$ cat src/fasmd_pkg.sv
// Shared types, codes and constants for the float add/sub/mul/div unit.
// No dependencies; every other file uses it through scoped names.
package fasmd_pkg;

  localparam logic [2:0] OP_ADD  = 3'd0;
  localparam logic [2:0] OP_SUB  = 3'd1;
  localparam logic [2:0] OP_MUL  = 3'd2;
  localparam logic [2:0] OP_DIV  = 3'd3;
  localparam logic [2:0] OP_PASS = 3'd4;

  localparam logic [1:0] RM_RTZ = 2'd0;
  localparam logic [1:0] RM_RNE = 2'd1;
  localparam logic [1:0] RM_RUP = 2'd2;
  localparam logic [1:0] RM_RDN = 2'd3;

  localparam logic CFG_FORMAT = 1'b0;
  localparam logic CFG_ROUND  = 1'b1;

  localparam int MANT_S = 23;
  localparam int MANT_H = 10;
  localparam int BIAS_S = 127;
  localparam int BIAS_H = 15;

  typedef enum logic [1:0] {CLS_ZERO, CLS_FIN, CLS_INF, CLS_NAN} fasmd_cls_t;

  // one queued operation; exponents are two's complement, value = sig * 2^q
  typedef struct packed {
    logic [2:0]  op;
    logic        fmt;
    logic [1:0]  rm;
    logic        special;
    logic [31:0] sres;
    logic        sa;
    logic        sb;
    logic [23:0] ma;
    logic [23:0] mb;
    logic [11:0] qa;
    logic [11:0] qb;
  } fasmd_item_t;

  function automatic logic [31:0] mk_nan(input logic fmt);
    return fmt ? 32'h0000_7E00 : 32'h7FC0_0000;
  endfunction

  function automatic logic [31:0] mk_inf(input logic fmt, input logic s);
    return fmt ? {16'h0, s, 15'h7C00} : {s, 31'h7F80_0000};
  endfunction

  function automatic logic [31:0] mk_max(input logic fmt, input logic s);
    return fmt ? {16'h0, s, 15'h7BFF} : {s, 31'h7F7F_FFFF};
  endfunction

  function automatic logic [31:0] mk_zero(input logic fmt, input logic s);
    return fmt ? {16'h0, s, 15'h0} : {s, 31'h0};
  endfunction

endpackage

$ cat src/fasmd_front.sv
// Front end: unpacks both operands, classifies them and resolves special cases.
// Depends on fasmd_pkg.
module fasmd_front (
  input  logic                  fmt,
  input  logic [1:0]            rm,
  input  logic [2:0]            opcode,
  input  logic [31:0]           operand_a,
  input  logic [31:0]           operand_b,
  output fasmd_pkg::fasmd_item_t item
);

  typedef struct packed {
    logic                  s;
    fasmd_pkg::fasmd_cls_t cls;
    logic [23:0]           sig;
    logic [11:0]           q;
  } opnd_t;

  function automatic opnd_t unpack(input logic f, input logic [31:0] bits);
    opnd_t       o;
    logic [22:0] frac;
    logic [7:0]  ef;
    logic        ones;
    logic [11:0] off;
    if (f) begin
      frac = {13'h0, bits[9:0]};
      ef   = {3'h0, bits[14:10]};
      ones = (bits[14:10] == 5'h1F);
      o.s  = bits[15];
      off  = 12'(fasmd_pkg::BIAS_H + fasmd_pkg::MANT_H);
      o.sig = {13'h0, (ef != 8'h0), frac[9:0]};
    end else begin
      frac = bits[22:0];
      ef   = bits[30:23];
      ones = (bits[30:23] == 8'hFF);
      o.s  = bits[31];
      off  = 12'(fasmd_pkg::BIAS_S + fasmd_pkg::MANT_S);
      o.sig = {(ef != 8'h0), frac};
    end
    if (ones)
      o.cls = (frac != 23'h0) ? fasmd_pkg::CLS_NAN : fasmd_pkg::CLS_INF;
    else if (ef == 8'h0)
      o.cls = (frac != 23'h0) ? fasmd_pkg::CLS_FIN : fasmd_pkg::CLS_ZERO;
    else
      o.cls = fasmd_pkg::CLS_FIN;
    o.q = ((ef == 8'h0) ? 12'd1 : {4'h0, ef}) - off;
    return o;
  endfunction

  opnd_t       ua, ub;
  logic [31:0] a_m, b_m;
  logic        sbe, sx;
  logic        any_nan;

  always_comb begin
    a_m = fmt ? {16'h0, operand_a[15:0]} : operand_a;
    b_m = fmt ? {16'h0, operand_b[15:0]} : operand_b;
    ua  = unpack(fmt, a_m);
    ub  = unpack(fmt, b_m);
    sbe = ub.s ^ (opcode == fasmd_pkg::OP_SUB);
    sx  = ua.s ^ ub.s;
    any_nan = (ua.cls == fasmd_pkg::CLS_NAN) || (ub.cls == fasmd_pkg::CLS_NAN);

    item.op      = opcode;
    item.fmt     = fmt;
    item.rm      = rm;
    item.special = 1'b1;
    item.sres    = 32'h0;
    item.sa      = ua.s;
    item.sb      = ub.s;
    item.ma      = ua.sig;
    item.mb      = ub.sig;
    item.qa      = ua.q;
    item.qb      = ub.q;

    case (opcode)
      fasmd_pkg::OP_ADD, fasmd_pkg::OP_SUB: begin
        item.sb = sbe;
        if (any_nan || (ua.cls == fasmd_pkg::CLS_INF && ub.cls == fasmd_pkg::CLS_INF &&
                        ua.s != sbe))
          item.sres = fasmd_pkg::mk_nan(fmt);
        else if (ua.cls == fasmd_pkg::CLS_INF)
          item.sres = fasmd_pkg::mk_inf(fmt, ua.s);
        else if (ub.cls == fasmd_pkg::CLS_INF)
          item.sres = fasmd_pkg::mk_inf(fmt, sbe);
        else
          item.special = 1'b0;
      end
      fasmd_pkg::OP_MUL: begin
        if (any_nan ||
            (ua.cls == fasmd_pkg::CLS_INF && ub.cls == fasmd_pkg::CLS_ZERO) ||
            (ua.cls == fasmd_pkg::CLS_ZERO && ub.cls == fasmd_pkg::CLS_INF))
          item.sres = fasmd_pkg::mk_nan(fmt);
        else if (ua.cls == fasmd_pkg::CLS_INF || ub.cls == fasmd_pkg::CLS_INF)
          item.sres = fasmd_pkg::mk_inf(fmt, sx);
        else if (ua.cls == fasmd_pkg::CLS_ZERO || ub.cls == fasmd_pkg::CLS_ZERO)
          item.sres = fasmd_pkg::mk_zero(fmt, sx);
        else
          item.special = 1'b0;
      end
      fasmd_pkg::OP_DIV: begin
        if (any_nan ||
            (ua.cls == fasmd_pkg::CLS_ZERO && ub.cls == fasmd_pkg::CLS_ZERO) ||
            (ua.cls == fasmd_pkg::CLS_INF && ub.cls == fasmd_pkg::CLS_INF))
          item.sres = fasmd_pkg::mk_nan(fmt);
        else if (ua.cls == fasmd_pkg::CLS_INF || ub.cls == fasmd_pkg::CLS_ZERO)
          item.sres = fasmd_pkg::mk_inf(fmt, sx);
        else if (ua.cls == fasmd_pkg::CLS_ZERO || ub.cls == fasmd_pkg::CLS_INF)
          item.sres = fasmd_pkg::mk_zero(fmt, sx);
        else
          item.special = 1'b0;
      end
      fasmd_pkg::OP_PASS: begin
        item.sres = (ua.cls == fasmd_pkg::CLS_NAN) ? fasmd_pkg::mk_nan(fmt) : a_m;
      end
      default: item.sres = 32'h0;
    endcase
  end

endmodule

$ cat src/fasmd_queue.sv
// Two-entry queue between the front end and the execution back end.
// Depends on fasmd_pkg.
module fasmd_queue (
  input  logic                   clk,
  input  logic                   rst,
  input  logic                   push,
  input  fasmd_pkg::fasmd_item_t push_item,
  output logic                   full,
  input  logic                   pop,
  output logic                   nonempty,
  output fasmd_pkg::fasmd_item_t pop_item
);

  fasmd_pkg::fasmd_item_t slots [2];
  logic       wr_ptr, rd_ptr;
  logic [1:0] count;

  assign full     = (count == 2'd2);
  assign nonempty = (count != 2'd0);
  assign pop_item = slots[rd_ptr];

  always_ff @(posedge clk) begin
    if (push)
      slots[wr_ptr] <= push_item;
    if (rst) begin
      wr_ptr <= 1'b0;
      rd_ptr <= 1'b0;
      count  <= 2'd0;
    end else begin
      if (push)
        wr_ptr <= ~wr_ptr;
      if (pop)
        rd_ptr <= ~rd_ptr;
      count <= count + 2'(push) - 2'(pop);
    end
  end

endmodule

$ cat src/fasmd_back.sv
// Back end: sequencer for align/add, multiply, radix-2 divide, normalize and round.
// Depends on fasmd_pkg.
module fasmd_back (
  input  logic                   clk,
  input  logic                   rst,
  input  logic                   q_valid,
  input  fasmd_pkg::fasmd_item_t q_item,
  output logic                   q_pop,
  output logic                   m_tvalid,
  input  logic                   m_tready,
  output logic [31:0]            m_tdata
);

  typedef enum logic [3:0] {
    ST_IDLE, ST_ALIGN, ST_ADD, ST_MUL, ST_DNORM, ST_DIV, ST_NORM, ST_RND1, ST_RND2, ST_DONE
  } state_t;

  state_t             state;
  logic               fmt, sa, sb, s;
  logic [1:0]         rm;
  logic [23:0]        ma, mb;
  logic signed [11:0] qa, qb, q, e;
  logic [60:0]        x, y;
  logic [63:0]        sig;
  logic [25:0]        rem;
  logic [26:0]        quo;
  logic [4:0]         cnt;
  logic [24:0]        kept;
  logic               rb, st;
  logic [31:0]        res;

  // align
  logic               swap, hs, ls;
  logic [23:0]        hm, lm;
  logic signed [11:0] hq, lq, d;
  logic [60:0]        x_next, y_next;
  logic signed [11:0] q_align;
  // add
  logic [60:0]        sum;
  logic               s_add;
  // divide
  logic [25:0]        trial, r2;
  logic               qbit, ha, hb;
  // round
  logic signed [11:0] e0, emin, ec, sh, mbits, bias, e2;
  logic [6:0]         shi;
  logic [5:0]         rbi;
  logic [24:0]        kept_next;
  logic               rb_next, st_next, inc;
  logic [25:0]        k1, k2;
  logic [31:0]        packed_res;

  assign q_pop = (state == ST_IDLE) && q_valid;

  always_comb begin
    mbits = fmt ? 12'sd10 : 12'sd23;
    bias  = fmt ? 12'sd15 : 12'sd127;
    emin  = 12'sd1 - bias;

    swap = (qa < qb);
    hm = swap ? mb : ma;  lm = swap ? ma : mb;
    hq = swap ? qb : qa;  lq = swap ? qa : qb;
    hs = swap ? sb : sa;  ls = swap ? sa : sb;
    d  = hq - lq;
    if (d <= 12'sd36) begin
      x_next  = 61'(hm) << d[5:0];
      y_next  = 61'(lm);
      q_align = lq;
    end else begin
      // far apart: the small operand only acts as a sticky bit
      x_next  = 61'(hm) << 8;
      y_next  = 61'(lm != 24'h0);
      q_align = hq - 12'sd8;
    end

    if (sa == sb) begin
      sum = x + y;  s_add = sa;
    end else if (x > y) begin
      sum = x - y;  s_add = sa;
    end else begin
      sum = y - x;  s_add = sb;
    end

    ha    = fmt ? ma[10] : ma[23];
    hb    = fmt ? mb[10] : mb[23];
    trial = rem - 26'(mb);
    qbit  = (rem >= 26'(mb));
    r2    = qbit ? trial : rem;

    // sig has bit 63 set here
    e0 = q + 12'sd63;
    ec = (e0 < emin) ? emin : e0;
    sh = ec - mbits - q;
    shi = 7'(sh);
    rbi = 6'(shi - 7'd1);
    if (sh > 12'sd64) begin
      kept_next = 25'h0;
      rb_next   = 1'b0;
      st_next   = 1'b1;
    end else begin
      kept_next = 25'(sig >> shi);
      rb_next   = sig[rbi];
      st_next   = |(sig & ~({64{1'b1}} << rbi));
    end

    case (rm)
      fasmd_pkg::RM_RNE: inc = rb && (st || kept[0]);
      fasmd_pkg::RM_RUP: inc = !s && (rb || st);
      fasmd_pkg::RM_RDN: inc = s && (rb || st);
      default:           inc = 1'b0;
    endcase
    k1 = 26'(kept) + 26'(inc);
    if (fmt ? k1[11] : k1[24]) begin
      k2 = k1 >> 1;
      e2 = e + 12'sd1;
    end else begin
      k2 = k1;
      e2 = e;
    end
    if (e2 > bias) begin
      if (rm == fasmd_pkg::RM_RNE || (rm == fasmd_pkg::RM_RUP && !s) ||
          (rm == fasmd_pkg::RM_RDN && s))
        packed_res = fasmd_pkg::mk_inf(fmt, s);
      else
        packed_res = fasmd_pkg::mk_max(fmt, s);
    end else if (fmt) begin
      packed_res = {16'h0, s, (k2[10] ? 5'(e2 + bias) : 5'h0), k2[9:0]};
    end else begin
      packed_res = {s, (k2[23] ? 8'(e2 + bias) : 8'h0), k2[22:0]};
    end
  end

  always_ff @(posedge clk) begin
    if (rst) begin
      state    <= ST_IDLE;
      m_tvalid <= 1'b0;
    end else begin
      if (m_tvalid && m_tready && state != ST_DONE)
        m_tvalid <= 1'b0;
      case (state)
        ST_IDLE: begin
          if (q_valid) begin
            fmt <= q_item.fmt;
            rm  <= q_item.rm;
            sa  <= q_item.sa;
            sb  <= q_item.sb;
            ma  <= q_item.ma;
            mb  <= q_item.mb;
            qa  <= $signed(q_item.qa);
            qb  <= $signed(q_item.qb);
            res <= q_item.sres;
            if (q_item.special)
              state <= ST_DONE;
            else if (q_item.op == fasmd_pkg::OP_MUL)
              state <= ST_MUL;
            else if (q_item.op == fasmd_pkg::OP_DIV)
              state <= ST_DNORM;
            else
              state <= ST_ALIGN;
          end
        end
        ST_ALIGN: begin
          x  <= x_next;
          y  <= y_next;
          q  <= q_align;
          sa <= hs;
          sb <= ls;
          state <= ST_ADD;
        end
        ST_ADD: begin
          if (sum == 61'h0) begin
            res <= fasmd_pkg::mk_zero(fmt, (sa == sb) ? sa : (rm == fasmd_pkg::RM_RDN));
            state <= ST_DONE;
          end else begin
            sig   <= 64'(sum);
            s     <= s_add;
            state <= ST_NORM;
          end
        end
        ST_MUL: begin
          sig   <= 64'(48'(ma) * 48'(mb));
          q     <= qa + qb;
          s     <= sa ^ sb;
          state <= ST_NORM;
        end
        ST_DNORM: begin
          if (!ha) begin
            ma <= ma << 1;
            qa <= qa - 12'sd1;
          end
          if (!hb) begin
            mb <= mb << 1;
            qb <= qb - 12'sd1;
          end
          if (ha && hb) begin
            rem   <= 26'(ma);
            quo   <= 27'h0;
            cnt   <= fmt ? 5'd14 : 5'd27;
            state <= ST_DIV;
          end
        end
        ST_DIV: begin
          quo <= {quo[25:0], qbit};
          rem <= {r2[24:0], 1'b0};
          cnt <= cnt - 5'd1;
          if (cnt == 5'd1) begin
            sig   <= {36'h0, quo[25:0], qbit, (r2 != 26'h0)};
            q     <= qa - qb - (fmt ? 12'sd14 : 12'sd27);
            s     <= sa ^ sb;
            state <= ST_NORM;
          end
        end
        ST_NORM: begin
          if (sig[63:56] == 8'h0) begin
            sig <= sig << 8;
            q   <= q - 12'sd8;
          end else if (!sig[63]) begin
            sig <= sig << 1;
            q   <= q - 12'sd1;
          end else begin
            state <= ST_RND1;
          end
        end
        ST_RND1: begin
          kept  <= kept_next;
          rb    <= rb_next;
          st    <= st_next;
          e     <= ec;
          state <= ST_RND2;
        end
        ST_RND2: begin
          res   <= packed_res;
          state <= ST_DONE;
        end
        ST_DONE: begin
          if (!m_tvalid || m_tready) begin
            m_tvalid <= 1'b1;
            m_tdata  <= res;
            state    <= ST_IDLE;
          end
        end
        default: state <= ST_IDLE;
      endcase
    end
  end

endmodule

$ cat src/float_add_sub_mul_div_unit.sv
// Top level of the IEEE 754 binary32/binary16 add, subtract, multiply, divide unit.
// Depends on fasmd_pkg, fasmd_front, fasmd_queue and fasmd_back.
//
// One transfer in gives one correctly rounded result out, in order. The front
// end classifies operands and resolves NaN, infinity, zero, pass and unused
// opcodes at once; a two-entry queue feeds the back-end sequencer, which works
// on one item at a time. From leaving the queue, results settled in the front
// end go straight to output; an exact zero sum goes out after align and add;
// add/subtract runs align, add, normalize and round; multiply runs multiply,
// normalize and round; divide runs operand normalize (one bit per step until
// both leading bits are set), one quotient bit per cycle (27 quotient bits in
// binary32, 14 in binary16), normalize and round. Normalize shifts by a byte
// or a bit per step. A result waiting on m_tready holds the sequencer.
// Configuration: index 0 format_select (0 binary32, 1 binary16 in low bits),
// index 1 rounding_mode (0 toward zero, 1 nearest even, 2 up, 3 down); write it
// only while no transfer is in flight. binary16 results are zero-extended.
module float_add_sub_mul_div_unit (
  input  logic        clk,
  input  logic        rst,
  input  logic        s_tvalid,
  output logic        s_tready,
  input  logic [71:0] s_tdata,   // [2:0] opcode, [34:3] operand_a, [66:35] operand_b
  output logic        m_tvalid,
  input  logic        m_tready,
  output logic [31:0] m_tdata,   // [31:0] result_bits
  input  logic        cfg_valid,
  output logic        cfg_ready,
  input  logic        cfg_index,
  input  logic [1:0]  cfg_data
);

  logic                   format_select;
  logic [1:0]             rounding_mode;
  logic                   q_full, q_nonempty, q_pop, push;
  fasmd_pkg::fasmd_item_t front_item, back_item;

  assign cfg_ready = 1'b1;
  assign s_tready  = !q_full;
  assign push      = s_tvalid && s_tready;

  always_ff @(posedge clk) begin
    if (rst) begin
      format_select <= 1'b0;
      rounding_mode <= fasmd_pkg::RM_RNE;
    end else if (cfg_valid && cfg_ready) begin
      if (cfg_index == fasmd_pkg::CFG_FORMAT)
        format_select <= cfg_data[0];
      else
        rounding_mode <= cfg_data;
    end
  end

  fasmd_front u_front (
    .fmt       (format_select),
    .rm        (rounding_mode),
    .opcode    (s_tdata[2:0]),
    .operand_a (s_tdata[34:3]),
    .operand_b (s_tdata[66:35]),
    .item      (front_item)
  );

  fasmd_queue u_queue (
    .clk       (clk),
    .rst       (rst),
    .push      (push),
    .push_item (front_item),
    .full      (q_full),
    .pop       (q_pop),
    .nonempty  (q_nonempty),
    .pop_item  (back_item)
  );

  fasmd_back u_back (
    .clk      (clk),
    .rst      (rst),
    .q_valid  (q_nonempty),
    .q_item   (back_item),
    .q_pop    (q_pop),
    .m_tvalid (m_tvalid),
    .m_tready (m_tready),
    .m_tdata  (m_tdata)
  );

endmodule

$ cat config.mk
export PLATFORM = sky130hd
export DESIGN_NAME = float_add_sub_mul_div_unit
export DESIGN_NICKNAME = d
export VERILOG_FILES = /design/src/fasmd_pkg.sv /design/src/fasmd_front.sv /design/src/fasmd_queue.sv /design/src/fasmd_back.sv /design/src/float_add_sub_mul_div_unit.sv
export SDC_FILE = /design/constraint.sdc
export NUM_CORES = 2
export LEC_CHECK = 0
export ABC_AREA = 1
export BUFFER_PORTS_ARGS = -buffer_cell sky130_fd_sc_hd__buf_2
export CAP_MARGIN = 25
export CORE_MARGIN = 2
export CORE_UTILIZATION = 35
export CTS_CLUSTER_SIZE = 28
export DETAILED_ROUTE_END_ITERATION = 10
export GPL_TIMING_DRIVEN = 0
export PLACE_DENSITY_LB_ADDON = 0.1
export SLEW_MARGIN = 15
export SYNTH_ARGS = -nofsm -noshare
export SYNTH_HDL_FRONTEND = slang
export SYNTH_SLANG_ARGS = --single-unit
$ cat constraint.sdc
create_clock -name clk -period 6.8 [get_ports clk]
set_input_delay 1.36 -clock clk [delete_from_list [all_inputs] [get_ports clk]]
set_output_delay 1.36 -clock clk [all_outputs]
set_load 0.005 [all_outputs]
==> summary.md <==
| Metric | Value |
|---|---|
| Critical Path RT | `7.27 ns` |
| Starting Density | `0.352` |
| Nets | `11500` |
| Buf+Inv Stages, Crit Path | `11` |
| Setup_tns | `-4.24 ns` |
| Slowest CP cell | `fa_1` |
| Layout area overhead | `17.0%` |
| Hold WC Path Type | `flop to flop` |
| Die H | `455 microns` |
| Total CTS buffers | `76` |
| Slowest stage delay, CP | `0.57 ns` |
| Root buf cell | `clkbuf_16` |
| Fmax | `139 MHz` |
| Number of synthesized register bits | `638` |
| Syn Inst Count | `10200` |
| FFs w/ async S/R, synth | `0` |
| WL/cell | `25.4 microns` |
| Netlist cell types | `68` |
| Via density | `5.32` |
| Fin area | `83400 sq um` |
| Via count | `70900` |
| Setup ws final | `-0.390 ns` |
| Most common cell in the netlist | `nand2_1` |
| Ys flop type | `edfxtp_1` |
| Initial DRT Pass Iterations | `6` |
| Top-area cell type share of the netlist area | `0.263` |
| DP Wirelength | `277000 microns` |
| CP Launch Type | `flop` |
| Worst EP arrival | `7.66 ns` |
| Core area | `202000 sq um` |
| Pins Over Slew Limit | `0` |
| Vias in the first global route | `68200` |
| Syn. warnings | `0` |
| WS Path Type | `flop to flop` |
| First DRT Iteration DRCs | `7504` |
| Worst setup EP type | `flop` |
| Aggregate global routing overflow | `0` |
| Crit-path max FO | `6` |
| Clk_lat worst skew | `0.73 ns` |
| Clock buffer depth | `3` |
| Dpl cell area | `76100 sq um` |
| Post-synth top cells | `3308 x nand2_1, 1808 x inv_1, 786 x nor2_1` |
| Final hold vios | `0` |
| Outcome | `finished with violations` |
| H-tree levels | `3` |
| Largest cells by area after synthesis | `edfxtp_1 26%, nand2_1 17%, fa_1 14%, inv_1 9.5%, ha_1 6.4%` |
| Yosys top cell by area | `edfxtp_1` |
| Syn avg cell area | `7.01 sq um` |
| Number of buffers added on ports | `108` |
| Die footprint | `207000 sq um` |
| Io pins | `115` |
| Final Critical Period | `7.19 ns` |
| Layout cells sized above 1 | `0.105` |
| MaxCap Viol Count | `0` |
| Clock transition at the registers of the reported paths | `0.06 ns` |
| Most frequent CP cell | `fa_1` |
| Initial antenna violation count | `10` |
| EDFF count, synth | `625` |
| Final Wtd Congestion | `1.04` |
| Clk sinks | `638` |
| Die X | `455 microns` |
| Rows | `165` |
| Largest net degree at the start of global routing | `29` |
| Failing checks | `setup timing` |
| Final period util | `1.06` |
| Pre-CTS setup slack | `-2.93 ns` |
| DRT antenna net count | `0` |
| Setup Skew | `0.0673 ns` |
| CP delay by family, top | `adder cells` |
| Synthesized Nets | `11100` |
| Hold Buf Count CTS | `0` |
| Non-Filler Instances | `13300` |
| TritonCTS clock tree | `yes` |
| Unrepaired setup endpoints after global routing | `yes` |
| Slew @ Worst Pin | `1.07 ns` |
| Post-Route WL | `339000 microns` |
| Final setup fails | `20` |
| GRT Util Overall | `0.322` |
| Slew headroom | `0.266` |
| Register area share after synthesis | `0.267` |
| DRC Markers | `0` |
| Area of the mapped netlist | `71300 sq um` |
| Placed instance count | `13000` |
| Global-route wire length before repair | `482000 microns` |
==> flip-flops by register name (all words and copies together) (netlist names), 25 cells and up, named ones only <==
signal          flops
u_back.kept        25
u_back.m_tdata     32
u_back.quo         26
u_back.rem         26
u_back.res         32
u_back.sig         64
u_back.x           61
u_queue.slots     226
==> metrics by stage <==
step / utilization / hold WS [ns]
6_report: 0.412 / 0.413
5_1_grt: 0.412 / 0.425
4_1_cts: 0.407 / 0.414
3_5_place_dp: 0.376 / 0.405
3_3_place_gp: 0.372 / 0.402
2_1_floorplan: - / 0.400
==> layer usage <==
| metal | vias up | GRT usage | wire (microns) |
|---|---|---|---|
| met1 | 34600 | 0.439 | 147000 |
| met3 | 594 | 0.0503 | 25300 |
| met2 | 2965 | 0.504 | 149000 |
| li1 | 32800 | - | - |
| met5 | - | 0 | 0 |
| met4 | 0 | 0.141 | 17800 |
==> final timing paths <==
check	to	slack, ns	depth (start not counted)	start
worst max-delay path	u_back.sig[47]	-0.39	31	u_back.mb[14]
worst min-delay path	u_back.m_tdata[12]	0.41	0	u_back.res[12]
worst max register to register	u_back.sig[47]	-0.39	31	u_back.mb[14]
worst min register to register	u_back.m_tdata[12]	0.41	0	u_back.res[12]
==> kinds of logic (layout without fill, tap and decap cells) <==
logic type,after synthesis,count (layout),synth area share
AO/OA/AOI/OAI,1373,1373,0.108
other,1,5,0.0000526
AND/OR/NAND/NOR,4813,4813,0.271
flip-flops,638,638,0.267
XOR/XNOR,173,173,0.0216
multiplexers,21,21,0.00295
buffers and inverters,2287,2763,0.125
adder cells (fa/ha/maj),863,863,0.204
==> area by class of cell <==
class	instances	area, sq um
well taps	2672	3340
clock buffers	97	1990
repair buffers	365	3220
multi-input cells	7244	45200
flip-flops and latches	638	19000
fillers	21500	119000
inverters	1826	6870
clock inverters	42	536
diodes	4	10.0
plain buffers	433	3250
==> cell usage in the layout (no fill, tap or decap), types with 90 or more instances in the layout <==
cell,count
edfxtp_1,625
nand3_1,355
ha_1,340
o21ai_0,567
xor2_1,127
nor3_1,98
a31oi_1,90
clkbuf_1,192
fa_1,476
nand2_1,3267
a21oi_1,295
buf_4,223
nor2_1,753
nand4_1,100
buf_2,162
inv_1,1743
clkbuf_16,106
==> repair_timing <==
| action | in CTS | in global routing |
|---|---|---|
| pin swaps | 132 | 105 |
| gates resized for setup | 680 | 211 |
| buffers inserted | 155 | 61 |
| endpoints found under the setup margin | 65 | 59 |
| gates cloned | 2 | 0 |
Power is left out: the tool's default activity adds up to more than one toggle a clock period on the data nets, which glitch-free logic cannot reach.
